### src/hw/rtl/ttwc_pkg.sv
// ttwc_pkg: shared types, character codes and token kinds for the text tokenizer
// no dependencies; imported by text_tokenizer_with_comments_unit

package ttwc_pkg;

  localparam int unsigned TDATA_IN_BITS  = 8;
  localparam int unsigned TDATA_OUT_BITS = 40;
  localparam int unsigned LEN_BITS       = 16;
  localparam int unsigned START_BITS     = 16;

  localparam logic [LEN_BITS-1:0] LEN_MAX = '1;

  // token kinds as reported on the output
  typedef enum logic [2:0] {
    KIND_SYMBOL      = 3'd0,
    KIND_BLOCK_OPEN  = 3'd1,
    KIND_BLOCK_CLOSE = 3'd2,
    KIND_TUPLE_OPEN  = 3'd3,
    KIND_TUPLE_CLOSE = 3'd4,
    KIND_STRING      = 3'd5,
    KIND_NUMBER      = 3'd6,
    KIND_INVALID     = 3'd7
  } kind_t;

  // lexer modes, one-hot
  typedef enum logic [7:0] {
    MODE_IDLE       = 8'b0000_0001,
    MODE_SLASH      = 8'b0000_0010,
    MODE_BLOCK      = 8'b0000_0100,
    MODE_BLOCK_STAR = 8'b0000_1000,
    MODE_LINE       = 8'b0001_0000,
    MODE_STRING     = 8'b0010_0000,
    MODE_NUMBER     = 8'b0100_0000,
    MODE_SYMBOL     = 8'b1000_0000
  } mode_t;

  localparam logic [7:0] CH_SPACE   = 8'h20;
  localparam logic [7:0] CH_TAB     = 8'h09;
  localparam logic [7:0] CH_CR      = 8'h0D;
  localparam logic [7:0] CH_NEWLINE = 8'h0A;
  localparam logic [7:0] CH_QUOTE   = 8'h22;
  localparam logic [7:0] CH_MINUS   = 8'h2D;
  localparam logic [7:0] CH_SLASH   = 8'h2F;
  localparam logic [7:0] CH_STAR    = 8'h2A;
  localparam logic [7:0] CH_LBRACE  = 8'h7B;
  localparam logic [7:0] CH_RBRACE  = 8'h7D;
  localparam logic [7:0] CH_LPAREN  = 8'h28;
  localparam logic [7:0] CH_RPAREN  = 8'h29;
  localparam logic [7:0] CH_ZERO    = 8'h30;
  localparam logic [7:0] CH_NINE    = 8'h39;

  // space, tab, newline, vertical tab, form feed, carriage return
  function automatic logic is_ws(input logic [7:0] c);
    return (c == CH_SPACE) || ((c >= CH_TAB) && (c <= CH_CR));
  endfunction

  function automatic logic is_digit_start(input logic [7:0] c);
    return ((c >= CH_ZERO) && (c <= CH_NINE)) || (c == CH_MINUS);
  endfunction

endpackage

### src/hw/rtl/text_tokenizer_with_comments_unit.sv
// text_tokenizer_with_comments_unit: streaming byte tokenizer with comment skipping
// one-byte mode update feeding a result register; depends on ttwc_pkg
//
// a token appears on the master side in the cycle after the byte that completes it is accepted
// throughput: one byte per cycle; the lexer mode and pending token update with each accepted byte
// input stalls only while the result register holds a token the sink has not taken
// reset: synchronous rst returns the lexer to idle, clears position and pending token,
// and empties the result register

module text_tokenizer_with_comments_unit #(
  parameter int unsigned POSITION_BITS = 16
) (
  input  logic                                 clk,
  input  logic                                 rst,
  input  logic                                 s_axis_tvalid,
  output logic                                 s_axis_tready,
  // [7:0] byte_in
  input  logic [ttwc_pkg::TDATA_IN_BITS-1:0]   s_axis_tdata,
  // end_of_stream
  input  logic                                 s_axis_tlast,
  output logic                                 m_axis_tvalid,
  input  logic                                 m_axis_tready,
  // [2:0] token_kind, [18:3] token_start, [34:19] token_length, [39:35] zero
  output logic [ttwc_pkg::TDATA_OUT_BITS-1:0]  m_axis_tdata,
  // at_end
  output logic                                 m_axis_tlast
);

  import ttwc_pkg::*;

  mode_t                     mode, mode_next;
  logic [POSITION_BITS-1:0]  byte_position, byte_position_next;
  logic [POSITION_BITS-1:0]  pending_start, pending_start_next;
  logic [LEN_BITS-1:0]       pending_length, pending_length_next;

  logic                      out_valid;
  kind_t                     out_kind, out_kind_next;
  logic [START_BITS-1:0]     out_start, out_start_next;
  logic [LEN_BITS-1:0]       out_length, out_length_next;
  logic                      out_last;
  logic                      emit;

  logic                      accept;
  logic [7:0]                c;
  logic                      eos;
  logic [LEN_BITS-1:0]       len_grown;
  logic [POSITION_BITS+START_BITS-1:0] start_wide;
  logic [POSITION_BITS+START_BITS-1:0] pos_wide;

  assign s_axis_tready = !out_valid || m_axis_tready;
  assign accept        = s_axis_tvalid && s_axis_tready;
  assign c             = s_axis_tdata[7:0];
  assign eos           = s_axis_tlast;
  assign len_grown     = (pending_length != LEN_MAX) ? pending_length + 1'b1 : pending_length;

  // low bits of the position, zero-extended when the counter is narrow
  assign pos_wide   = {{START_BITS{1'b0}}, byte_position};

  always_comb begin
    mode_next           = mode;
    pending_start_next  = pending_start;
    pending_length_next = pending_length;
    emit                = 1'b0;
    out_kind_next       = KIND_SYMBOL;
    out_start_next      = pos_wide[START_BITS-1:0];
    out_length_next     = LEN_BITS'(1);

    unique case (mode)
      MODE_SLASH: begin
        if (c == CH_STAR) begin
          mode_next = MODE_BLOCK;
        end else if (c == CH_SLASH) begin
          mode_next = MODE_LINE;
        end else if (is_ws(c)) begin
          emit          = 1'b1;
          out_kind_next = KIND_SYMBOL;
          mode_next     = MODE_IDLE;
        end else begin
          pending_length_next = len_grown;
          mode_next           = MODE_SYMBOL;
        end
      end
      MODE_BLOCK: begin
        if (c == CH_STAR) mode_next = MODE_BLOCK_STAR;
      end
      MODE_BLOCK_STAR: begin
        if (c == CH_SLASH) begin
          mode_next = MODE_IDLE;
        end else if (c != CH_STAR) begin
          mode_next = MODE_BLOCK;
        end
      end
      MODE_LINE: begin
        if (c == CH_NEWLINE) mode_next = MODE_IDLE;
      end
      MODE_STRING: begin
        pending_length_next = len_grown;
        if (c == CH_QUOTE) begin
          emit          = 1'b1;
          out_kind_next = KIND_STRING;
          mode_next     = MODE_IDLE;
        end
      end
      MODE_NUMBER, MODE_SYMBOL: begin
        if (is_ws(c)) begin
          emit          = 1'b1;
          out_kind_next = (mode == MODE_NUMBER) ? KIND_NUMBER : KIND_SYMBOL;
          mode_next     = MODE_IDLE;
        end else begin
          pending_length_next = len_grown;
        end
      end
      default: begin
        // idle between tokens
        if (is_ws(c)) begin
          mode_next = MODE_IDLE;
        end else if ((c == CH_LBRACE) || (c == CH_RBRACE) ||
                     (c == CH_LPAREN) || (c == CH_RPAREN)) begin
          emit = 1'b1;
          priority if (c == CH_LBRACE) out_kind_next = KIND_BLOCK_OPEN;
          else if (c == CH_RBRACE)     out_kind_next = KIND_BLOCK_CLOSE;
          else if (c == CH_LPAREN)     out_kind_next = KIND_TUPLE_OPEN;
          else                         out_kind_next = KIND_TUPLE_CLOSE;
        end else begin
          pending_start_next  = byte_position;
          pending_length_next = LEN_BITS'(1);
          priority if (c == CH_SLASH)  mode_next = MODE_SLASH;
          else if (c == CH_QUOTE)      mode_next = MODE_STRING;
          else if (is_digit_start(c))  mode_next = MODE_NUMBER;
          else                         mode_next = MODE_SYMBOL;
        end
      end
    endcase

    // start of the pending token, taken before the end-of-stream clear
    start_wide = {{START_BITS{1'b0}}, pending_start_next};

    // pending token fields for every token that was not a delimiter
    if (emit && (mode != MODE_IDLE)) begin
      out_start_next  = start_wide[START_BITS-1:0];
      out_length_next = pending_length_next;
    end

    byte_position_next = byte_position + 1'b1;

    if (eos) begin
      // unfinished token at the last byte becomes invalid
      if (!emit && ((mode_next == MODE_SLASH) || (mode_next == MODE_STRING) ||
                    (mode_next == MODE_NUMBER) || (mode_next == MODE_SYMBOL))) begin
        emit            = 1'b1;
        out_kind_next   = KIND_INVALID;
        out_start_next  = start_wide[START_BITS-1:0];
        out_length_next = pending_length_next;
      end
      mode_next           = MODE_IDLE;
      byte_position_next  = '0;
      pending_start_next  = '0;
      pending_length_next = '0;
    end
  end

  always_ff @(posedge clk) begin
    if (rst) begin
      mode           <= MODE_IDLE;
      byte_position  <= '0;
      pending_start  <= '0;
      pending_length <= '0;
      out_valid      <= 1'b0;
    end else begin
      if (accept) begin
        mode           <= mode_next;
        byte_position  <= byte_position_next;
        pending_start  <= pending_start_next;
        pending_length <= pending_length_next;
        out_valid      <= emit;
      end else if (m_axis_tready) begin
        out_valid <= 1'b0;
      end
    end
  end

  always_ff @(posedge clk) begin
    if (accept) begin
      out_kind   <= out_kind_next;
      out_start  <= out_start_next;
      out_length <= out_length_next;
      out_last   <= eos;
    end
  end

  assign m_axis_tvalid = out_valid;
  assign m_axis_tdata  = {5'b0, out_length, out_start, out_kind};
  assign m_axis_tlast  = out_last;

`ifndef SYNTH
  a_invalid_only_at_end: assert property (@(posedge clk) disable iff (rst)
    (m_axis_tvalid && (m_axis_tdata[2:0] == KIND_INVALID)) |-> m_axis_tlast)
    else $error("invalid token reported without end of stream");

  a_delim_length_one: assert property (@(posedge clk) disable iff (rst)
    (m_axis_tvalid && ((out_kind == KIND_BLOCK_OPEN) || (out_kind == KIND_BLOCK_CLOSE) ||
                       (out_kind == KIND_TUPLE_OPEN) || (out_kind == KIND_TUPLE_CLOSE)))
    |-> (out_length == LEN_BITS'(1)))
    else $error("delimiter token with length other than one");

  a_end_restarts: assert property (@(posedge clk) disable iff (rst)
    (accept && s_axis_tlast) |=> ((mode == MODE_IDLE) && (byte_position == '0) &&
                                  (pending_length == '0)))
    else $error("lexer not back at start after last byte");

  a_position_steps: assert property (@(posedge clk) disable iff (rst)
    (accept && !s_axis_tlast) |=>
    (byte_position == POSITION_BITS'($past(byte_position) + 1'b1)))
    else $error("byte position did not advance by one");

  a_idle_hold: assert property (@(posedge clk) disable iff (rst)
    !accept |=> ($stable(mode) && $stable(byte_position)))
    else $error("lexer state moved without an accepted request");
`endif

endmodule
### config.mk
export PLATFORM = sky130hd
export DESIGN_NAME = text_tokenizer_with_comments_unit
export DESIGN_NICKNAME = d
export VERILOG_FILES = /design/src/hw/rtl/ttwc_pkg.sv /design/src/hw/rtl/text_tokenizer_with_comments_unit.sv
export SDC_FILE = /design/constraint.sdc
export NUM_CORES = 1
export LEC_CHECK = 0
export ABC_AREA = 1
export BUFFER_PORTS_ARGS = -buffer_cell sky130_fd_sc_hd__buf_2
export CAP_MARGIN = 20
export CORE_MARGIN = 5
export CORE_UTILIZATION = 35
export DETAILED_ROUTE_END_ITERATION = 10
export PLACE_DENSITY_LB_ADDON = 0.25
export SLEW_MARGIN = 40
export SYNTH_ARGS = -nofsm -noshare
export SYNTH_HDL_FRONTEND = slang
export SYNTH_SLANG_ARGS = --single-unit
export TNS_END_PERCENT = 10
### constraint.sdc
create_clock -name clk -period 3.1 [get_ports clk]
set_clock_uncertainty 0.1 [all_clocks]
set_input_delay 0.155 -clock clk [delete_from_list [all_inputs] [get_ports clk]]
set_output_delay 0.155 -clock clk [all_outputs]
set_load 0.01 [all_outputs]
* Yosys cells after proc, flatten, opt, wreduce, memory -nomap -nowiden
Cells that the tools add are included.
** Word-level totals
- Output and inout port bits :: 43
- Register bits :: 93
- Input bits :: 13
- Logic and storage cells :: 117
** Cells by class
- Eq/ne operators :: 24
- Order comparisons :: 4
- Reductions and logical operators :: 21
- Mux-type cells :: 57
- $add $sub $neg :: 2
** Operators by type and width (number)
- 16-bit two-way mux :: 18
- 8-bit two-way mux :: 15
- 8-bit by 6-bit equality test with 1-bit output, second input constant :: 9
- 16-bit one-hot mux with 4 select lines :: 1
- 8-bit one-hot mux with 6 select lines :: 1
- 16-bit by 1-bit adder with 16-bit output, second input constant :: 2
- 8-bit by 7-bit equality test with 1-bit output, second input constant :: 4
- 3-bit two-way mux :: 10
- 8-bit by 2-bit equality test with 1-bit output, second input constant :: 2
- 8-bit by 4-bit equality test with 1-bit output, second input constant :: 2
- 8-bit equality test, second input constant :: 2
- 16-bit inequality test, second input constant :: 1
- 1-bit two-way mux :: 10
- 1-bit logical OR :: 9
- 3-bit one-hot mux with 3 select lines :: 1
- 8-bit by 3-bit equality test with 1-bit output, second input constant :: 1
- 8-bit by 5-bit equality test with 1-bit output, second input constant :: 1
- 8-bit by 4-bit greater-or-equal comparator with 1-bit output, second input constant :: 1
- 8-bit by 6-bit greater-or-equal comparator with 1-bit output, second input constant :: 1
- 8-bit by 4-bit less-or-equal comparator with 1-bit output, second input constant :: 1
- 8-bit by 6-bit less-or-equal comparator with 1-bit output, second input constant :: 1
- 8-bit by 1-bit inequality test with 1-bit output, second input constant :: 1
- 8-bit by 6-bit inequality test with 1-bit output, second input constant :: 1
- 7-bit OR reduction :: 1
- 7 further kinds :: 12

* Depth between registers and ports, before layout
- Word-level depth :: 17
- Gate-level depth with buffers :: 19
- Mapped depth without buffers :: 18

* Worst setup path before layout
Ideal clock, no wire load.
- Path type :: reg-to-reg
- From :: register mode[6]
- To :: register out_length[0] (data pin)
- Path slack :: 746 ps
- Cell stages (with the launch flop) :: 17
- Data arrival time :: 1994 ps
- Library setup time :: 259 ps
- Required time :: 2741 ps
- Period minus slack after synthesis :: 2354 ps
- Path buffers :: 1
- Cell sequence :: dfxtp_1 nor2_4 nand2_2 nor2_1 nor2_1 nand3_2 buf_6 nand2_2 nand2_2 nand2_2 nor2_1 nor2_1 nor2_1 nand2_2 nand2_4 inv_4 or2_1
** On the way
- Word-level cells in the longest chain between the ends :: 10
- Elaborated cells between the ends (all ways) :: 34
- Classes of those cells :: eq/ne: 12; mux: 14; reduce/logical: 8
** Ends and longest elaborated chain
- start, declared :: RTL line text_tokenizer_with_comments_unit.sv:31 : mode_t mode, mode_next;
- start signal, assigned :: RTL line text_tokenizer_with_comments_unit.sv:171 : mode <= mode_next;
- 8-bit by 7-bit equality test with 1-bit output (tied with other cells) :: RTL line text_tokenizer_with_comments_unit.sv:68 : unique case (mode)
- 2-bit OR reduction (tied with other cells) :: RTL line text_tokenizer_with_comments_unit.sv:68
- 8-bit one-hot mux with 6 select lines :: RTL line text_tokenizer_with_comments_unit.sv:68
- 8-bit by 2-bit equality test with 1-bit output / 8-bit by 6-bit equality test with 1-bit output (equally long branches) :: RTL line text_tokenizer_with_comments_unit.sv:148 : if (!emit && ((mode_next == MODE_SLASH) || (mode_next == MODE_STRING) ||
- 1-bit logical OR (2 in series) :: RTL line text_tokenizer_with_comments_unit.sv:148
- 1-bit logical OR :: RTL line text_tokenizer_with_comments_unit.sv:149 : (mode_next == MODE_NUMBER) || (mode_next == MODE_SYMBOL))) begin
- 1-bit logical AND :: RTL line text_tokenizer_with_comments_unit.sv:148
- 16-bit two-way mux :: RTL line text_tokenizer_with_comments_unit.sv:148
- 16-bit two-way mux * :: RTL line text_tokenizer_with_comments_unit.sv:146 : if (eos) begin
- named net out_length_next[0] :: RTL line text_tokenizer_with_comments_unit.sv:39 : logic [LEN_BITS-1:0] out_length, out_length_next;
- end signal, assigned :: RTL line text_tokenizer_with_comments_unit.sv:186 : out_length <= out_length_next;
- end, declared :: RTL line text_tokenizer_with_comments_unit.sv:39
The timed path passes the listed nets; every way through them passes the cells marked *.
A chain may end at the register's enable or synchronous reset.

* Worst setup path after layout
- From :: register mode[3]
- To :: register out_valid (netlist: m_axis_tvalid)
** On the way
- Word-level cells in the longest chain between the ends :: 11
- Elaborated cells between the ends (all ways) :: 31
- Classes of those cells :: eq/ne: 11; mux: 13; reduce/logical: 7
** Ends and longest elaborated chain
- 8-bit by 7-bit equality test with 1-bit output (tied with other cells) :: RTL line text_tokenizer_with_comments_unit.sv:68
- 2-bit OR reduction (tied with other cells) :: RTL line text_tokenizer_with_comments_unit.sv:68
- 8-bit one-hot mux with 6 select lines :: RTL line text_tokenizer_with_comments_unit.sv:68
- 8-bit by 2-bit equality test with 1-bit output / 8-bit by 6-bit equality test with 1-bit output (equally long branches) :: RTL line text_tokenizer_with_comments_unit.sv:148
- 1-bit logical OR (2 in series) :: RTL line text_tokenizer_with_comments_unit.sv:148
- 1-bit logical OR :: RTL line text_tokenizer_with_comments_unit.sv:149
- 1-bit logical AND :: RTL line text_tokenizer_with_comments_unit.sv:148
- 1-bit two-way mux :: RTL line text_tokenizer_with_comments_unit.sv:148
- 1-bit two-way mux * :: RTL line text_tokenizer_with_comments_unit.sv:146
- 1-bit two-way mux * :: RTL line text_tokenizer_with_comments_unit.sv:170 : if (accept) begin
- end signal, assigned :: RTL line text_tokenizer_with_comments_unit.sv:175 : out_valid <= emit;
- end, declared :: RTL line text_tokenizer_with_comments_unit.sv:36 : logic out_valid;
Every way passes the cells marked *; elsewhere a longest branch is shown, timed or not.

==> results.cfg <==
[run_status]
status = finished, final reports clean

[global_route]
grt_pass1_wl_mm = 22.4
grt_max_degree = 45
grt_pass1_vias = 4556
gr-usage-all-layers_pct = 15.5
antenna_found_initial = 0
grt-ovfl-total = 0

[layout]
layout-drive-gt1-share_pct = 15.9
area_delta_synth_final_pct = 16.1
multi_input_area_sq_um = 2680
antenna_cells = 0
seqCellArea_sq_um = 2230
fillers = 1593
nNetsFinal = 846

[clock_network]
ctsLongestPathBuffers = 2
clkTransAtPathRegs_ps = 70
clock-root-buffer = clkbuf_16
clk_latency_ps = 360
cts_tree = done
htreeDepth = 3
cts_made_buffers = 9
clock_sinks = 93

[yosys]
yosysMostFrequentCell = nand2_1
synthArstFlopShare_pct = 0
yosysWarnings = 0
syn_area_per_cell_sq_um = 6.93
yosys.area_share.adder_pct = 0.467
synthTopCellsByArea = dfxtp_1, edfxtp_1, nand2_1, nor2_1, inv_1
synth_seq_area_share_pct = 41.5
synth_top_family_by_area = simple AND/OR/NAND/NOR gates
synth.cells.most_frequent = nand2_1, nor2_1, inv_1
synth_mux_area_share_pct = 0
synth_xor_area_share_pct = 0
synth_compound_area_share_pct = 13.7
synthSimpleGateAreaFrac_pct = 34.8
synth_edf_count = 36
synth_top_area_cell = dfxtp_1
netlist_instances = 773
ys_types = 42
yosysTopAreaCellShare_pct = 21.3
ys.flop_type = dfxtp_1
synth_area_sq_um = 5360
ys_seq_elements = 93

[sta]
relSlewSlack_pct = 53.5
whs_ps = 268
worstMarginPinSlew_ps = 691
final_max_slew_viol_count = 0
finalCriticalPeriod_ps = 2900
setup_viol = 0
finalCritPeriodShare_pct = 93.6
rsz0062_at_grt = false
finalHoldViolCount = 0
finalSetupTns_ps = 0
max_freq_mhz = 345

[critical_path]
worstPathArrival_ps = 3100
worstSetupEndpointType = flip-flop
crit_buf_inv = 2
critPathKind = reg -> reg
path_delay_family = simple AND/OR/NAND/NOR gates
max_stage_delay_ps = 560
cpMaxStageDelayCell = dlygate4sd3_1
critPathMaxFanout = 12
critPathRequiredTime_ps = 3300
startpoint_type = flip-flop
path_cells = nor2_4, nand2_1, nor2_1, nand2_1, nand3_1, nor2_2, buf_12, nand3_1, nand3_1, nor2_1, nand3_1, nor2_1, nand2_2, nand2_1, nand2_1, a21oi_1, dlygate4sd3_1

[routing]
drt_wl_total_mm = 13.6
avgViaCountPerCell = 4.89
drc = 0
first_iter_violations = 459
route.vias.total = 5012
drtPass1Iterations = 5
drtAntennaViolNets = 0
wl_per_cell_um = 13.3

[floorplan]
start_util_pct = 35.5
core_area_sq_um = 15100
die-area_sq_um = 17900
num_rows = 45
die_w_um = 134
die_y_um = 134
io_pins = 56

[power]
p_leak_nw = 2.43
peakVddDrop_mv = 0.261
p_per_area_nw_per_um2 = 428

[job]
drv_cap = 0

[placed_design]
io_buffer_count = 50
place_hpwl_mm = 9.77
place_congestion = 0.893

[hold_path]
min_path_type = in -> reg
-- sequential cells by signal, summed over array words and instances (netlist names) --
| signal | cells |
|---|---|
| byte_position | 16 |
| m_axis_tlast | 1 |
| m_axis_tvalid | 1 |
| mode | 8 |
| out_kind | 3 |
| out_length | 16 |
| out_start | 16 |
| pending_length | 16 |
| pending_start | 16 |
-- cells in the final DEF, fill, tap and decap left out, types with 11 or more instances in the layout --
| cell | instances |
|---|---|
| a21oi_1 | 56 |
| buf_2 | 50 |
| buf_4 | 16 |
| dfxtp_1 | 50 |
| edfxtp_1 | 36 |
| inv_1 | 80 |
| nand2_1 | 230 |
| nand3_1 | 49 |
| nor2_1 | 85 |
| nor2_4 | 15 |
| nor3_1 | 11 |
| o21ai_0 | 36 |
| o21ai_1 | 22 |
-- metal layers --
metal	track usage (%)	vias to the layer above	wire length, um
met1	20.9	2269	6590
met4	5.94	0	293
met2	24.6	88	6300
met3	3.25	23	463
li1	-	2632	-
met5	0	-	0
-- path summary, 6_finish.rpt --
check	start	cells after the start	slack, ps	end
min	m_axis_tready	6	270	byte_position[2]
max reg2reg	mode[3]	17	200	m_axis_tvalid
max	mode[3]	17	200	m_axis_tvalid
min reg2reg	pending_start[6]	2	360	pending_start[6]
-- cell type report --
cell class                 count  share of cell area, %
clock buffer                  10                   3.68
clock inverter                 6                  0.725
inverter                      86                   5.23
multi-input combinational    568                   43.1
sequential                    93                   35.9
tap                          188                   3.78
timing repair buffer          73                   7.57
-- worst min-delay path, delay by kind of cell --
family        cells  cell delay (ps)
simple gates      4              400
buf+inv           2              130
-- where the power goes --
group          leakage, nW  internal (mW)  switching [mW]  total (mW)
logic                 1.47         0.0903           0.206       0.296
registers            0.828           1.30          0.0121        1.31
clock network        0.134          0.550           0.498        1.05
total                 2.43           1.94           0.716        2.66
-- stage by stage --
stage                     area (sq um)  worst slack [ps]  total power [mW]  std cells  utilization [%]
after floorplan                   5370               746              1.53        777                -
after global placement            5850               212              1.63       1003             38.8
after detailed placement          5850               269              1.63       1003             38.8
after CTS                         6160               165              2.69       1023             40.8
after global routing              6220              1.23              2.78       1024             41.2
final                             6220               198              2.66       1024             41.2
-- cell families (layout without fill, tap and decap cells) --
kind of cell | count (synthesis) | after routing
AND/OR/NAND/NOR | 425 | 425
AO/OA/AOI/OAI | 136 | 136
flip-flops | 93 | 93
other | 1 | 5
buffers and inverters | 116 | 175
adder cells (fa/ha/maj) | 2 | 2
-- timing repair --
action / in CTS / in global routing
hold buffers: 4 / 0
endpoints found under the hold margin: 3 / 0
endpoints found under the setup margin: 0 / 4
setup buffers: 0 / 1
resized for setup: 0 / 18
No activity file was read; power rests on OpenSTA's default activity.
